===== src/design/ctdt_pkg.sv =====
// Shared types and constants for the Canny double-threshold unit.
// No dependencies; imported by every module of the block.
`timescale 1ns / 1ps

package ctdt_pkg;

    localparam int RATIO_BITS = 17;
    localparam int RATIO_FRAC = 16;
    localparam int LEVEL_BITS = 8;
    localparam int ALPHA_BITS = 8;
    localparam int QUEUE_DEPTH = 4;

    localparam logic [RATIO_BITS-1:0] RATIO_ONE        = 17'h10000;
    localparam logic [RATIO_BITS-1:0] LOW_RATIO_RESET  = 17'd9830;
    localparam logic [RATIO_BITS-1:0] HIGH_RATIO_RESET = 17'd19661;

    localparam logic [LEVEL_BITS-1:0] LEVEL_STRONG = 8'd255;
    localparam logic [LEVEL_BITS-1:0] LEVEL_WEAK   = 8'd25;
    localparam logic [LEVEL_BITS-1:0] LEVEL_NONE   = 8'd0;

    // register indexes on the configuration port
    localparam logic CFG_LOW_RATIO  = 1'b0;
    localparam logic CFG_HIGH_RATIO = 1'b1;

    // pass selector carried in tuser bit 0
    localparam logic CMD_MEASURE  = 1'b0;
    localparam logic CMD_CLASSIFY = 1'b1;

    typedef enum logic
    {
        ENT_CLASSIFY = 1'b0,
        ENT_LATCH    = 1'b1
    } entry_kind_t;

    typedef enum logic [2:0]
    {
        BK_RUN,
        BK_MUL_HI,
        BK_SET_HI,
        BK_MUL_LO,
        BK_SET_LO
    } bk_state_t;

    typedef struct packed
    {
        logic empty;
        logic full;
    } q_status_t;

    // ratios above 1.0 are clamped so a threshold never exceeds its source
    function automatic logic [RATIO_BITS-1:0] sat_ratio(input logic [RATIO_BITS-1:0] r);
        return (r > RATIO_ONE) ? RATIO_ONE : r;
    endfunction

endpackage


===== src/design/ctdt_fifo.sv =====
// Short register queue between the front and back parts.
// Depends on ctdt_pkg for the status struct.
`timescale 1ns / 1ps

module ctdt_fifo #(
    parameter int WIDTH = 17,
    parameter int DEPTH = 4
) (
    input  logic                  clk,
    input  logic                  rst_n,
    input  logic                  push,
    input  logic [WIDTH-1:0]      wr_data,
    input  logic                  pop,
    output logic [WIDTH-1:0]      rd_data,
    output ctdt_pkg::q_status_t   status
);
    import ctdt_pkg::*;

    localparam int PTR_W = (DEPTH > 1) ? $clog2(DEPTH) : 1;
    localparam int CNT_W = $clog2(DEPTH + 1);
    localparam logic [PTR_W-1:0] LAST_PTR = PTR_W'(DEPTH - 1);
    localparam logic [CNT_W-1:0] FULL_CNT = CNT_W'(DEPTH);

    logic [WIDTH-1:0] mem_reg [DEPTH];
    logic [PTR_W-1:0] wr_ptr_reg, wr_ptr_next;
    logic [PTR_W-1:0] rd_ptr_reg, rd_ptr_next;
    logic [CNT_W-1:0] count_reg, count_next;

    assign status.empty = (count_reg == '0);
    assign status.full  = (count_reg == FULL_CNT);
    assign rd_data      = mem_reg[rd_ptr_reg];

    always_comb
    begin
        wr_ptr_next = wr_ptr_reg;
        rd_ptr_next = rd_ptr_reg;
        count_next  = count_reg;
        if (push)
        begin
            wr_ptr_next = (wr_ptr_reg == LAST_PTR) ? '0 : wr_ptr_reg + 1'b1;
        end
        if (pop)
        begin
            rd_ptr_next = (rd_ptr_reg == LAST_PTR) ? '0 : rd_ptr_reg + 1'b1;
        end
        if (push && !pop)
        begin
            count_next = count_reg + 1'b1;
        end
        else if (pop && !push)
        begin
            count_next = count_reg - 1'b1;
        end
    end

    always_ff @(posedge clk or negedge rst_n)
    begin
        if (!rst_n)
        begin
            wr_ptr_reg <= '0;
            rd_ptr_reg <= '0;
            count_reg  <= '0;
        end
        else
        begin
            wr_ptr_reg <= wr_ptr_next;
            rd_ptr_reg <= rd_ptr_next;
            count_reg  <= count_next;
        end
    end

    always_ff @(posedge clk)
    begin
        if (push)
        begin
            mem_reg[wr_ptr_reg] <= wr_data;
        end
    end

    a_no_overflow: assert property (@(posedge clk) disable iff (!rst_n)
        push |-> (!status.full || pop))
        else $error("queue written while full");

    a_no_underflow: assert property (@(posedge clk) disable iff (!rst_n)
        pop |-> !status.empty)
        else $error("queue read while empty");

endmodule


===== src/design/ctdt_front.sv =====
// Front part: accepts pixels, tracks the running maximum, queues work for the back.
// Depends on ctdt_pkg for pass codes and entry kinds.
`timescale 1ns / 1ps

module ctdt_front #(
    parameter int PIXEL_BITS = 8
) (
    input  logic                               clk,
    input  logic                               rst_n,
    input  logic                               in_valid,
    output logic                               in_ready,
    input  logic                               cmd,
    input  logic [PIXEL_BITS-1:0]              pixel_red,
    input  logic [ctdt_pkg::ALPHA_BITS-1:0]    pixel_alpha,
    input  logic                               frame_start,
    input  logic                               frame_end,
    input  ctdt_pkg::q_status_t                q_status,
    output logic                               push,
    output logic [PIXEL_BITS+ctdt_pkg::ALPHA_BITS:0] entry
);
    import ctdt_pkg::*;

    logic [PIXEL_BITS-1:0] max_reg, max_next;
    logic [PIXEL_BITS-1:0] max_base;
    logic                  accept;
    entry_kind_t           kind;

    assign in_ready = !q_status.full;
    assign accept   = in_valid && in_ready;

    always_comb
    begin
        max_base = frame_start ? '0 : max_reg;
        max_next = (pixel_red > max_base) ? pixel_red : max_base;
        kind     = (cmd == CMD_CLASSIFY) ? ENT_CLASSIFY : ENT_LATCH;
        push     = accept && ((cmd == CMD_CLASSIFY) || frame_end);
        // a latch request carries the final maximum, including this pixel
        entry    = {pixel_alpha, (cmd == CMD_CLASSIFY) ? pixel_red : max_next, kind};
    end

    always_ff @(posedge clk or negedge rst_n)
    begin
        if (!rst_n)
        begin
            max_reg <= '0;
        end
        else if (accept && (cmd == CMD_MEASURE))
        begin
            max_reg <= max_next;
        end
    end

endmodule


===== src/design/ctdt_back.sv =====
// Back part: holds the ratios and thresholds, classifies pixels, computes thresholds.
// Depends on ctdt_pkg for states, levels, register indexes and ratio clamping.
`timescale 1ns / 1ps

module ctdt_back #(
    parameter int PIXEL_BITS = 8
) (
    input  logic                               clk,
    input  logic                               rst_n,
    input  logic                               cfg_we,
    input  logic                               cfg_index,
    input  logic [ctdt_pkg::RATIO_BITS-1:0]    cfg_data,
    input  ctdt_pkg::q_status_t                q_status,
    input  logic [PIXEL_BITS+ctdt_pkg::ALPHA_BITS:0] entry,
    output logic                               pop,
    output logic                               out_valid,
    input  logic                               out_ready,
    output logic [ctdt_pkg::LEVEL_BITS-1:0]    level_value,
    output logic [ctdt_pkg::ALPHA_BITS-1:0]    alpha_out
);
    import ctdt_pkg::*;

    localparam int PROD_W = PIXEL_BITS + RATIO_BITS;

    bk_state_t state_reg, state_next;

    logic [RATIO_BITS-1:0] low_ratio_reg, high_ratio_reg;
    logic [PIXEL_BITS-1:0] high_thr_reg, high_thr_next;
    logic [PIXEL_BITS-1:0] low_thr_reg, low_thr_next;
    logic [PIXEL_BITS-1:0] mul_a_reg;
    logic [PROD_W-1:0]     prod_reg;
    logic                  out_valid_reg, out_valid_next;
    logic [LEVEL_BITS-1:0] level_reg, level_next;
    logic [ALPHA_BITS-1:0] alpha_reg;

    entry_kind_t           ent_kind;
    logic [PIXEL_BITS-1:0] ent_value;
    logic [ALPHA_BITS-1:0] ent_alpha;
    logic                  slot_free;
    logic [PIXEL_BITS-1:0] mul_a;
    logic [RATIO_BITS-1:0] mul_r;
    logic [PROD_W-1:0]     prod_next;

    assign ent_kind  = entry_kind_t'(entry[0]);
    assign ent_value = entry[1 +: PIXEL_BITS];
    assign ent_alpha = entry[PIXEL_BITS+1 +: ALPHA_BITS];

    assign out_valid   = out_valid_reg;
    assign level_value = level_reg;
    assign alpha_out   = alpha_reg;

    // one shared multiplier, high threshold first, then low from the new high
    assign mul_a     = (state_reg == BK_MUL_HI) ? mul_a_reg : high_thr_reg;
    assign mul_r     = (state_reg == BK_MUL_HI) ? sat_ratio(high_ratio_reg)
                                                : sat_ratio(low_ratio_reg);
    assign prod_next = PROD_W'(mul_a) * PROD_W'(mul_r);

    always_comb
    begin
        state_next     = state_reg;
        high_thr_next  = high_thr_reg;
        low_thr_next   = low_thr_reg;
        out_valid_next = out_valid_reg;
        level_next     = level_reg;
        slot_free      = !out_valid_reg || out_ready;
        pop            = 1'b0;

        if (out_valid_reg && out_ready)
        begin
            out_valid_next = 1'b0;
        end

        case (state_reg)
            BK_RUN:
            begin
                if (!q_status.empty)
                begin
                    if (ent_kind == ENT_LATCH)
                    begin
                        pop        = 1'b1;
                        state_next = BK_MUL_HI;
                    end
                    else if (slot_free)
                    begin
                        pop            = 1'b1;
                        out_valid_next = 1'b1;
                        if (ent_value >= high_thr_reg)
                        begin
                            level_next = LEVEL_STRONG;
                        end
                        else if (ent_value >= low_thr_reg)
                        begin
                            level_next = LEVEL_WEAK;
                        end
                        else
                        begin
                            level_next = LEVEL_NONE;
                        end
                    end
                end
            end
            BK_MUL_HI:
            begin
                state_next = BK_SET_HI;
            end
            BK_SET_HI:
            begin
                high_thr_next = prod_reg[RATIO_FRAC +: PIXEL_BITS];
                state_next    = BK_MUL_LO;
            end
            BK_MUL_LO:
            begin
                state_next = BK_SET_LO;
            end
            BK_SET_LO:
            begin
                low_thr_next = prod_reg[RATIO_FRAC +: PIXEL_BITS];
                state_next   = BK_RUN;
            end
            default:
            begin
                state_next = BK_RUN;
            end
        endcase
    end

    always_ff @(posedge clk or negedge rst_n)
    begin
        if (!rst_n)
        begin
            state_reg      <= BK_RUN;
            high_thr_reg   <= '0;
            low_thr_reg    <= '0;
            out_valid_reg  <= 1'b0;
            low_ratio_reg  <= LOW_RATIO_RESET;
            high_ratio_reg <= HIGH_RATIO_RESET;
        end
        else
        begin
            state_reg     <= state_next;
            high_thr_reg  <= high_thr_next;
            low_thr_reg   <= low_thr_next;
            out_valid_reg <= out_valid_next;
            if (cfg_we && (cfg_index == CFG_LOW_RATIO))
            begin
                low_ratio_reg <= cfg_data;
            end
            if (cfg_we && (cfg_index == CFG_HIGH_RATIO))
            begin
                high_ratio_reg <= cfg_data;
            end
        end
    end

    always_ff @(posedge clk)
    begin
        level_reg <= level_next;
        if (pop && (ent_kind == ENT_CLASSIFY))
        begin
            alpha_reg <= ent_alpha;
        end
        if (pop && (ent_kind == ENT_LATCH))
        begin
            mul_a_reg <= ent_value;
        end
        if ((state_reg == BK_MUL_HI) || (state_reg == BK_MUL_LO))
        begin
            prod_reg <= prod_next;
        end
    end

    a_low_below_high: assert property (@(posedge clk) disable iff (!rst_n)
        (state_reg == BK_SET_LO) |=> (low_thr_reg <= high_thr_reg))
        else $error("low threshold above high threshold");

    a_high_below_max: assert property (@(posedge clk) disable iff (!rst_n)
        (state_reg == BK_SET_HI) |=> (high_thr_reg <= mul_a_reg))
        else $error("high threshold above frame maximum");

    a_no_pop_when_busy: assert property (@(posedge clk) disable iff (!rst_n)
        pop |-> (state_reg == BK_RUN))
        else $error("queue read during threshold update");

    a_latch_sequence: assert property (@(posedge clk) disable iff (!rst_n)
        (state_reg == BK_MUL_HI) |=> (state_reg == BK_SET_HI) ##1 (state_reg == BK_MUL_LO))
        else $error("threshold update out of order");

endmodule


===== src/design/canny_double_threshold_unit.sv =====
// Top level of the Canny double-threshold unit: front, queue and back.
// Depends on ctdt_pkg, ctdt_front, ctdt_fifo and ctdt_back.
//
// channel   dir  handshake                       contents
// s_axis    in   s_axis_tvalid / s_axis_tready   tdata pixels, tuser pass+start, tlast end
// m_axis    out  m_axis_tvalid / m_axis_tready   tdata level and alpha
// cfg       in   cfg_we                          cfg_index, cfg_data (Q1.16 ratios)
//
// A pixel is taken every cycle while the four-entry queue has room. Classify
// pixels leave the back part at one per cycle while the output is accepted and no
// threshold update runs. A frame-end pixel holds the back part in its multiply and
// set states while the single multiplier produces the high, then the low threshold.
// Reset clears the maximum, the thresholds and the queue; ratios return to
// 0.15 and 0.3. A stalled output register holds its request and backs up the queue.
`timescale 1ns / 1ps

module canny_double_threshold_unit #(
    parameter int PIXEL_BITS = 8
) (
    input  logic                                     clk,
    input  logic                                     rst_n,
    input  logic                                     s_axis_tvalid,
    output logic                                     s_axis_tready,
    // [PIXEL_BITS-1:0] pixel_red, [PIXEL_BITS+7:PIXEL_BITS] pixel_alpha, zero padded
    input  logic [((PIXEL_BITS+ctdt_pkg::ALPHA_BITS+7)/8)*8-1:0] s_axis_tdata,
    // [0] cmd, [1] frame_start
    input  logic [1:0]                               s_axis_tuser,
    input  logic                                     s_axis_tlast,
    output logic                                     m_axis_tvalid,
    input  logic                                     m_axis_tready,
    // [7:0] level_value, [15:8] alpha_out
    output logic [15:0]                              m_axis_tdata,
    input  logic                                     cfg_we,
    input  logic                                     cfg_index,
    input  logic [ctdt_pkg::RATIO_BITS-1:0]          cfg_data
);
    import ctdt_pkg::*;

    localparam int ENT_W = PIXEL_BITS + ALPHA_BITS + 1;

    logic             push;
    logic             pop;
    logic [ENT_W-1:0] wr_entry;
    logic [ENT_W-1:0] rd_entry;
    q_status_t        q_status;
    logic [LEVEL_BITS-1:0] level_value;
    logic [ALPHA_BITS-1:0] alpha_out;

    assign m_axis_tdata = {alpha_out, level_value};

    ctdt_front #(
        .PIXEL_BITS (PIXEL_BITS)
    ) u_front (
        .clk         (clk),
        .rst_n       (rst_n),
        .in_valid    (s_axis_tvalid),
        .in_ready    (s_axis_tready),
        .cmd         (s_axis_tuser[0]),
        .pixel_red   (s_axis_tdata[PIXEL_BITS-1:0]),
        .pixel_alpha (s_axis_tdata[PIXEL_BITS +: ALPHA_BITS]),
        .frame_start (s_axis_tuser[1]),
        .frame_end   (s_axis_tlast),
        .q_status    (q_status),
        .push        (push),
        .entry       (wr_entry)
    );

    ctdt_fifo #(
        .WIDTH (ENT_W),
        .DEPTH (QUEUE_DEPTH)
    ) u_queue (
        .clk     (clk),
        .rst_n   (rst_n),
        .push    (push),
        .wr_data (wr_entry),
        .pop     (pop),
        .rd_data (rd_entry),
        .status  (q_status)
    );

    ctdt_back #(
        .PIXEL_BITS (PIXEL_BITS)
    ) u_back (
        .clk         (clk),
        .rst_n       (rst_n),
        .cfg_we      (cfg_we),
        .cfg_index   (cfg_index),
        .cfg_data    (cfg_data),
        .q_status    (q_status),
        .entry       (rd_entry),
        .pop         (pop),
        .out_valid   (m_axis_tvalid),
        .out_ready   (m_axis_tready),
        .level_value (level_value),
        .alpha_out   (alpha_out)
    );

endmodule

===== config.mk =====
export PLATFORM = sky130hd
export DESIGN_NAME = canny_double_threshold_unit
export DESIGN_NICKNAME = d
export VERILOG_FILES = /design/src/design/ctdt_pkg.sv /design/src/design/ctdt_fifo.sv /design/src/design/ctdt_front.sv /design/src/design/ctdt_back.sv /design/src/design/canny_double_threshold_unit.sv
export SDC_FILE = /design/constraint.sdc
export NUM_CORES = 1
export LEC_CHECK = 0
export BUFFER_PORTS_ARGS = -buffer_cell sky130_fd_sc_hd__buf_2
export CAP_MARGIN = 5
export CORE_UTILIZATION = 59
export CTS_BUF_LIST = sky130_fd_sc_hd__clkbuf_4 sky130_fd_sc_hd__clkbuf_8
export CTS_CLUSTER_SIZE = 20
export DETAILED_ROUTE_END_ITERATION = 8
export GPL_ROUTABILITY_DRIVEN = 0
export PLACE_DENSITY = 0.85
export SLEW_MARGIN = 20
export SYNTH_ARGS = -nofsm -noshare
export SYNTH_HDL_FRONTEND = slang
export SYNTH_SLANG_ARGS = --single-unit

===== constraint.sdc =====
create_clock -name clk -period 7.9 [get_ports clk]
set_input_delay 1.58 -clock clk [delete_from_list [all_inputs] [get_ports clk]]
set_output_delay 1.58 -clock clk [all_outputs]
set_load 0.01 [all_outputs]

==> summary.md, run 1 <==
| Metric | Value |
|---|---|
| Status | completed |
| CP Max Fanout | 12 |
| Largest net degree at the start of global routing | 70 |
| Cts hold-fix bufs | 0 |
| Setup tns final | 0 ns |
| Tcrit/Tclk final | 82.7% |
| Number of synthesized register bits | 163 |
| Proportion of layout cells with a drive suffix above 1 | 21.4% |
| Largest register FFs | 68 |
| Grt total ovfl | 0 |
| Crit path required time | 8.12 ns |
| Clk root buf | clkbuf_8 |
| H-tree lvl count | 4 |
| CTS resizes | 0 |
| Number of flops mapped to enable cells by yosys | 94 |
| Avg Cell Area, Syn | 11.9 µm² |
| Dpl hpwl | 17,200 µm |
| Area Growth Syn to Fin | 9.30% |
| DR iter-0 viols | 631 |
| Most frequent cells in the layout | 131 x nor2_1, 112 x inv_1, 94 x edfxtp_1 |
| Via/cell ratio | 5.99 |
| Max-Cap Viols | 0 |
| First-pass GRT wire length | 38,000 µm |
| N_diodes | 0 |
| Commonest non-fill, non-tap cell in the layout | nor2_1 |
| Post-CTS setup buffer count | 0 |
| Initial antenna violation count | 0 |
| Post-synthesis sequential area ratio | 42.6% |
| Setup CP Type | flop to flop |
| Via count | 7,225 |
| Minimum clock period | 6.53 ns |
| Slew Limit Fails | 0 |
| Synth unique cells | 55 |
| Primary FF master, synth | edfxtp_1 |
| Overall routed net length | 23,500 µm |
| Detailed Routing Iterations Pass 1 | 5 |
| Fin nets | 1,169 |
| Final Hold Fails | 0 |
| Worst path arrival time | 6.76 ns |
| Relative slew margins | 35.9% |
| Total GRT Usage | 27.2% |
| Clk buf depth | 2 |
| Clock buffer count from CTS | 17 |
| Synth Net Count | 1,106 |
| Synth warn | 0 |
| Site row count | 48 |
| CTS tree | yes |
| Synthesized area | 10,700 µm² |
| I/O Buffers | 59 |
| Clock Latency Late Sink | 0.47 ns |
| Number of routed nets with antenna violations | 0 |
| Setup violations, final | 0 |
| Die X | 137 µm |
| Synthesized instance count | 905 |
| RSZ-0062 raised after global routing | no |
| DR WL/cell | 19.5 µm |
| Clock Pin Slew Worst Setup and Hold Paths | 0.10 ns |
| Area of the die | 18,700 µm² |
| Initial Utilization | 61.2% |
| Die Ht | 137 µm |
| # DRC | 0 |
| Min-delay worst type | flop to flop |
| I/O Pins | 60 |
| Core area | 17,500 µm² |
| Clock skew | 0.0168 ns |
| Max Fclk | 153 MHz |
| Worst-Margin Slew | 0.961 ns |
| Startpoint types | flop |
| Post-synth ARST share | 42.3% |
| Crit end category | flop |
| Vias in the first global route | 7,343 |
| # clock sinks | 163 |
## cell type report
| cell class | count | area [µm²] |
|---|---|---|
| well taps | 225 | 282 |
| clock buffers | 17 | 234 |
| inverters | 112 | 420 |
| repair buffers | 76 | 423 |
| clock inverters | 15 | 210 |
| multi-input cells | 598 | 5590 |
| flip-flops and latches | 163 | 4570 |
| fillers | 1224 | 5810 |
## cells by family (layout without fill, tap and decap cells)
group,after synthesis,count (layout),synth area share [%]
compound gates,118,118,7.38
mux,56,56,7.65
flops,163,163,42.6
xor+xnor,12,12,0.980
simple gates,253,253,11.3
buf+inv,144,220,5.33
fa+ha+maj,159,159,24.8
## final timing paths
| path | cells after the start | slack [ns] | start | endpoint |
|---|---|---|---|---|
| worst max-delay path | 21 | 1.37 | u_back.state_reg[1] | u_back.prod_reg[23] |
| worst min-delay path | 1 | 0.50 | u_queue.count_reg[2] | u_queue.count_reg[2] |
| worst max register to register | 21 | 1.37 | u_back.state_reg[1] | u_back.prod_reg[23] |
| worst min register to register | 1 | 0.50 | u_queue.count_reg[2] | u_queue.count_reg[2] |
| max in group asynchronous | 2 | 6.01 | rst_n | u_back.high_ratio_reg[4] |
| min in group asynchronous | 2 | 1.30 | rst_n | u_back.high_thr_reg[1] |
## Yosys cell counts (6+ instances only)
| cell type | count | area share (%) |
|---|---|---|
| mux2_2 | 38 | 4.0 |
| nor2b_1 | 10 | 0.58 |
| a22oi_1 | 16 | 1.1 |
| a21o_1 | 14 | 0.98 |
| xnor2_1 | 8 | 0.65 |
| a22o_1 | 9 | 0.73 |
| nor3_1 | 6 | 0.28 |
| dfrtp_1 | 54 | 13 |
| mux4_2 | 17 | 3.6 |
| buf_4 | 6 | 0.42 |
| fa_1 | 89 | 17 |
| or2_2 | 22 | 1.3 |
| o21ai_0 | 32 | 1.5 |
| nand2b_1 | 18 | 1.0 |
| edfxtp_1 | 94 | 26 |
| ha_1 | 70 | 8.2 |
| dfstp_2 | 15 | 3.7 |
| inv_1 | 112 | 3.9 |
| nand2_1 | 28 | 0.98 |
| nor4_1 | 8 | 0.47 |
| clkbuf_1 | 18 | 0.63 |
| and2_1 | 6 | 0.35 |
| buf_2 | 7 | 0.33 |
| a21oi_1 | 23 | 1.1 |
| o31ai_1 | 7 | 0.49 |
| nor2_1 | 131 | 4.6 |
## per-stage QoR
stage | hold slack (ns) | setup WS (ns) | area [µm²] | instances | utilization [%]
2_1_floorplan | 0.451 | 1.97 | 10700 | 905 | -
3_3_place_gp | 0.465 | 1.47 | 11300 | 1174 | 64.3
3_5_place_dp | 0.478 | 1.41 | 11300 | 1174 | 64.3
4_1_cts | 0.496 | 1.41 | 11700 | 1206 | 66.8
5_1_grt | 0.499 | 1.03 | 11700 | 1206 | 66.8
6_report | 0.496 | 1.37 | 11700 | 1206 | 66.8
## per-layer routing
| metal | share of wire, % | GRT usage [%] | wire length, µm | vias up |
|---|---|---|---|---|
| met2 | 49 | 43.4 | 11500 | 354 |
| li1 | - | - | - | 3203 |
| met1 | 41 | 37.0 | 9590 | 3605 |
| met4 | 2.7 | 9.58 | 631 | 0 |
| met5 | 0 | 0 | 0 | - |
| met3 | 7.9 | 6.19 | 1860 | 63 |
## critical path, cell delays in order (launching register included)
cell and delay (ns):
dfrtp_1 0.46, nor3b_4 0.49, nor2_1 0.22, buf_4 0.23, a22oi_1 0.59, nor2_1 0.14, fa_1 0.59, fa_1 0.44
fa_1 0.55, inv_1 0.06, fa_1 0.53, inv_1 0.04, ha_1 0.31, a21o_1 0.19, a21o_1 0.17, a221oi_1 0.31
o221a_2 0.28, a21o_1 0.13, nand3_2 0.09, a21oi_1 0.24, o21bai_1 0.11, xnor2_1 0.13
Power of run 1 is not shown: default switching activity piles up to over one toggle a cycle in this logic, so the estimate is an artifact.
==> run 2, diff against run 1 <==
Settings changed: CORE_UTILIZATION 59 to 58, PLACE_DENSITY 0.85 to 0.87.
Clock period 7.9 ns to 6 ns, I/O delays scaled along.
==> summary.md, run 2 (synthesized netlist as in run 1, its figures left out) <==
| Metric | Value |
|---|---|
| Area Growth Syn to Fin | 20.2% (was 9.30%) |
| Grt total ovfl | 0 (unchanged) |
| Startpoint types | flop (unchanged) |
| Total GRT Usage | 29.8% (was 27.2%) |
| Worst path arrival time | 6.50 ns (was 6.76 ns) |
| I/O Pins | 60 (unchanged) |
| Setup violations, final | 5 (was 0) |
| # clock sinks | 163 (unchanged) |
| Most frequent cells in the layout | 113 x nor2_1, 103 x inv_1, 94 x edfxtp_1 (was 131 x nor2_1, 112 x inv_1, 94 x edfxtp_1) |
| First-pass GRT wire length | 41,800 µm (was 38,000 µm) |
| H-tree lvl count | 4 (unchanged) |
| Initial Utilization | 59.5% (was 61.2%) |
| Slew Limit Fails | 0 (unchanged) |
| Dpl hpwl | 18,500 µm (was 17,200 µm) |
| Area after DPL | 11,800 µm² (was 11,300 µm²) |
| Clock skew | 0.0231 ns (was 0.0168 ns) |
| Via/cell ratio | 6.31 (was 5.99) |
| CP Max Fanout | 7 (was 12) |
| Via count | 8,196 (was 7,225) |
| Clock Pin Slew Worst Setup and Hold Paths | 0.11 ns (was 0.10 ns) |
| Chain of cells forming the critical path | nor4_4, a41oi_2, nor2b_2, buf_6, buf_6, a22oi_2, buf_4, nor2_1, fa_1, fa_1, fa_1, inv_2, fa_1, inv_1, ha_4, and3_4, nand4_1, a2111oi_4, o21ai_2, a21oi_2, nor4_2, nor3_2, buf_4, xor2_1 (was nor3b_4, nor2_1, buf_4, a22oi_1, nor2_1, fa_1, fa_1, fa_1, inv_1, fa_1, inv_1, ha_1, a21o_1, a21o_1, a221oi_1, o221a_2, a21o_1, nand3_2, a21oi_1, o21bai_1, xnor2_1) |
| Detailed Routing Iterations Pass 1 | 6 (was 5) |
| Relative slew margins | 35.9% (about the same) |
| Largest net degree at the start of global routing | 70 (unchanged) |
| GR Util met3 | 5.45% (was 6.19%) |
| N_diodes | 0 (unchanged) |
| Core area | 18,000 µm² (was 17,500 µm²) |
| Number of routed nets with antenna violations | 0 (unchanged) |
| Gr busiest metal | met2 (unchanged) |
| Vias in the first global route | 8,207 (was 7,343) |
| Overall routed net length | 29,900 µm (was 23,500 µm) |
| Fin nets | 1,258 (was 1,169) |
| Clk buf depth | 2 (unchanged) |
| Clock Latency Late Sink | 0.48 ns (was 0.47 ns) |
| CTS tree | yes (unchanged) |
| Status | finished, violations left (was completed) |
| Final instance area | 12,900 µm² (was 11,700 µm²) |
| Die Ht | 138 µm (was 137 µm) |
| Worst-Margin Slew | 0.962 ns (was 0.961 ns) |
| RSZ-0062 raised after global routing | yes (was no) |
| Setup CP Type | flop to flop (unchanged) |
| Crit path required time | 6.32 ns (was 8.12 ns) |
| Failing checks | setup timing |
| Met1 usage | 37.4% (was 37.0%) |
| Clock buffer count from CTS | 17 (unchanged) |
| Max incr delay on CP | 0.54 ns (was 0.59 ns) |
| Crit end category | flop (unchanged) |
| GR Util met2 | 49.3% (was 43.4%) |
| Clk root buf | clkbuf_8 (unchanged) |
| Final worst setup slack | -0.180 ns (was 1.37 ns) |
| Area of the die | 19,000 µm² (was 18,700 µm²) |
| Die X | 138 µm (was 137 µm) |
| Site row count | 49 (was 48) |
| I/O Buffers | 59 (unchanged) |
| Max-Cap Viols | 0 (unchanged) |
| Critical Path Most Common Cell | fa_1 (unchanged) |
| Final core utilization | 71.5% (was 66.8%) |
| Tcrit/Tclk final | 103% (was 82.7%) |
| Initial antenna violation count | 0 (unchanged) |
| # DRC | 0 (unchanged) |
| Minimum clock period | 6.18 ns (was 6.53 ns) |
| Min-delay worst type | flop to flop (unchanged) |
| Commonest non-fill, non-tap cell in the layout | nor2_1 (unchanged) |
| Largest register FFs | 68 (unchanged) |
| Slowest cell on the critical path | fa_1 (was a22oi_1) |
| Max Fclk | 162 MHz (was 153 MHz) |
| DR WL/cell | 23.0 µm (was 19.5 µm) |
| Proportion of layout cells with a drive suffix above 1 | 34.7% (was 21.4%) |
| DR iter-0 viols | 1,077 (was 631) |
| Min Hold Slack | 0.505 ns (was 0.496 ns) |
| R2r setup slk | -0.18 ns (was 1.37 ns) |
| Final Hold Fails | 0 (unchanged) |
## run 2: final cells by class
class | instances | area (µm²)
Timing Repair Buffer | 165 | 1190
Multi-Input combinational cell | 598 | 6010
Inverter | 112 | 420
Clock inverter | 14 | 174
Sequential cell | 163 | 4570
Clock buffer | 18 | 248
Fill cell | 1049 | 5130
Tap cell | 229 | 287
## run 2: metrics by stage
stage,setup slack [ns],cells,TNS [ns]
after floorplan,0.0745,905,0
after global placement,-0.185,1237,-0.738
after detailed placement,-0.399,1237,-1.85
after CTS,0.0145,1279,0
after global routing,-0.425,1299,-2.46
final,-0.180,1299,-0.645
## run 2: final timing paths
kind                                     startpoint                       end  cells past startpoint
max in group asynchronous                     rst_n  u_back.high_ratio_reg[9]                      2
max                        u_back.high_ratio_reg[9]       u_back.prod_reg[20]                     24
min                             u_back.prod_reg[18]    u_back.high_thr_reg[2]                      2
min in group asynchronous                     rst_n   u_back.low_ratio_reg[8]                      2
min reg2reg                     u_back.prod_reg[18]    u_back.high_thr_reg[2]                      2
max reg2reg                u_back.high_ratio_reg[9]       u_back.prod_reg[20]                     24
## run 2: timing repair
| action | 4_1_cts | 5_1_grt |
|---|---|---|
| buffers inserted | 10 | 21 |
| hold endpoints to repair | 0 | 0 |
| hold buffers | 0 | 0 |
| gates resized for setup | 29 | 71 |
| pin swaps | 14 | 65 |
| setup endpoints to repair | 7 | 8 |
## run 2: worst max-delay path, delay by kind of cell, from the launching register on
| kind | cells | cell delay, ns |
|---|---|---|
| adder cells (fa/ha/maj) | 5 | 2.37 |
| XOR/XNOR | 1 | 0.18 |
| buffers and inverters | 6 | 0.75 |
| flip-flops | 1 | 0.46 |
| AND/OR/NAND/NOR | 7 | 1.39 |
| AO/OA/AOI/OAI | 5 | 0.89 |
## run 2: per-layer routing
metal | routed length [µm] | vias up
met2 | 14400 | 655
met4 | 2150 | 0
met5 | 0 | -
met3 | 2920 | 223
met1 | 10500 | 3930
li1 | - | 3388
Power of run 2 is left out for the same reason.
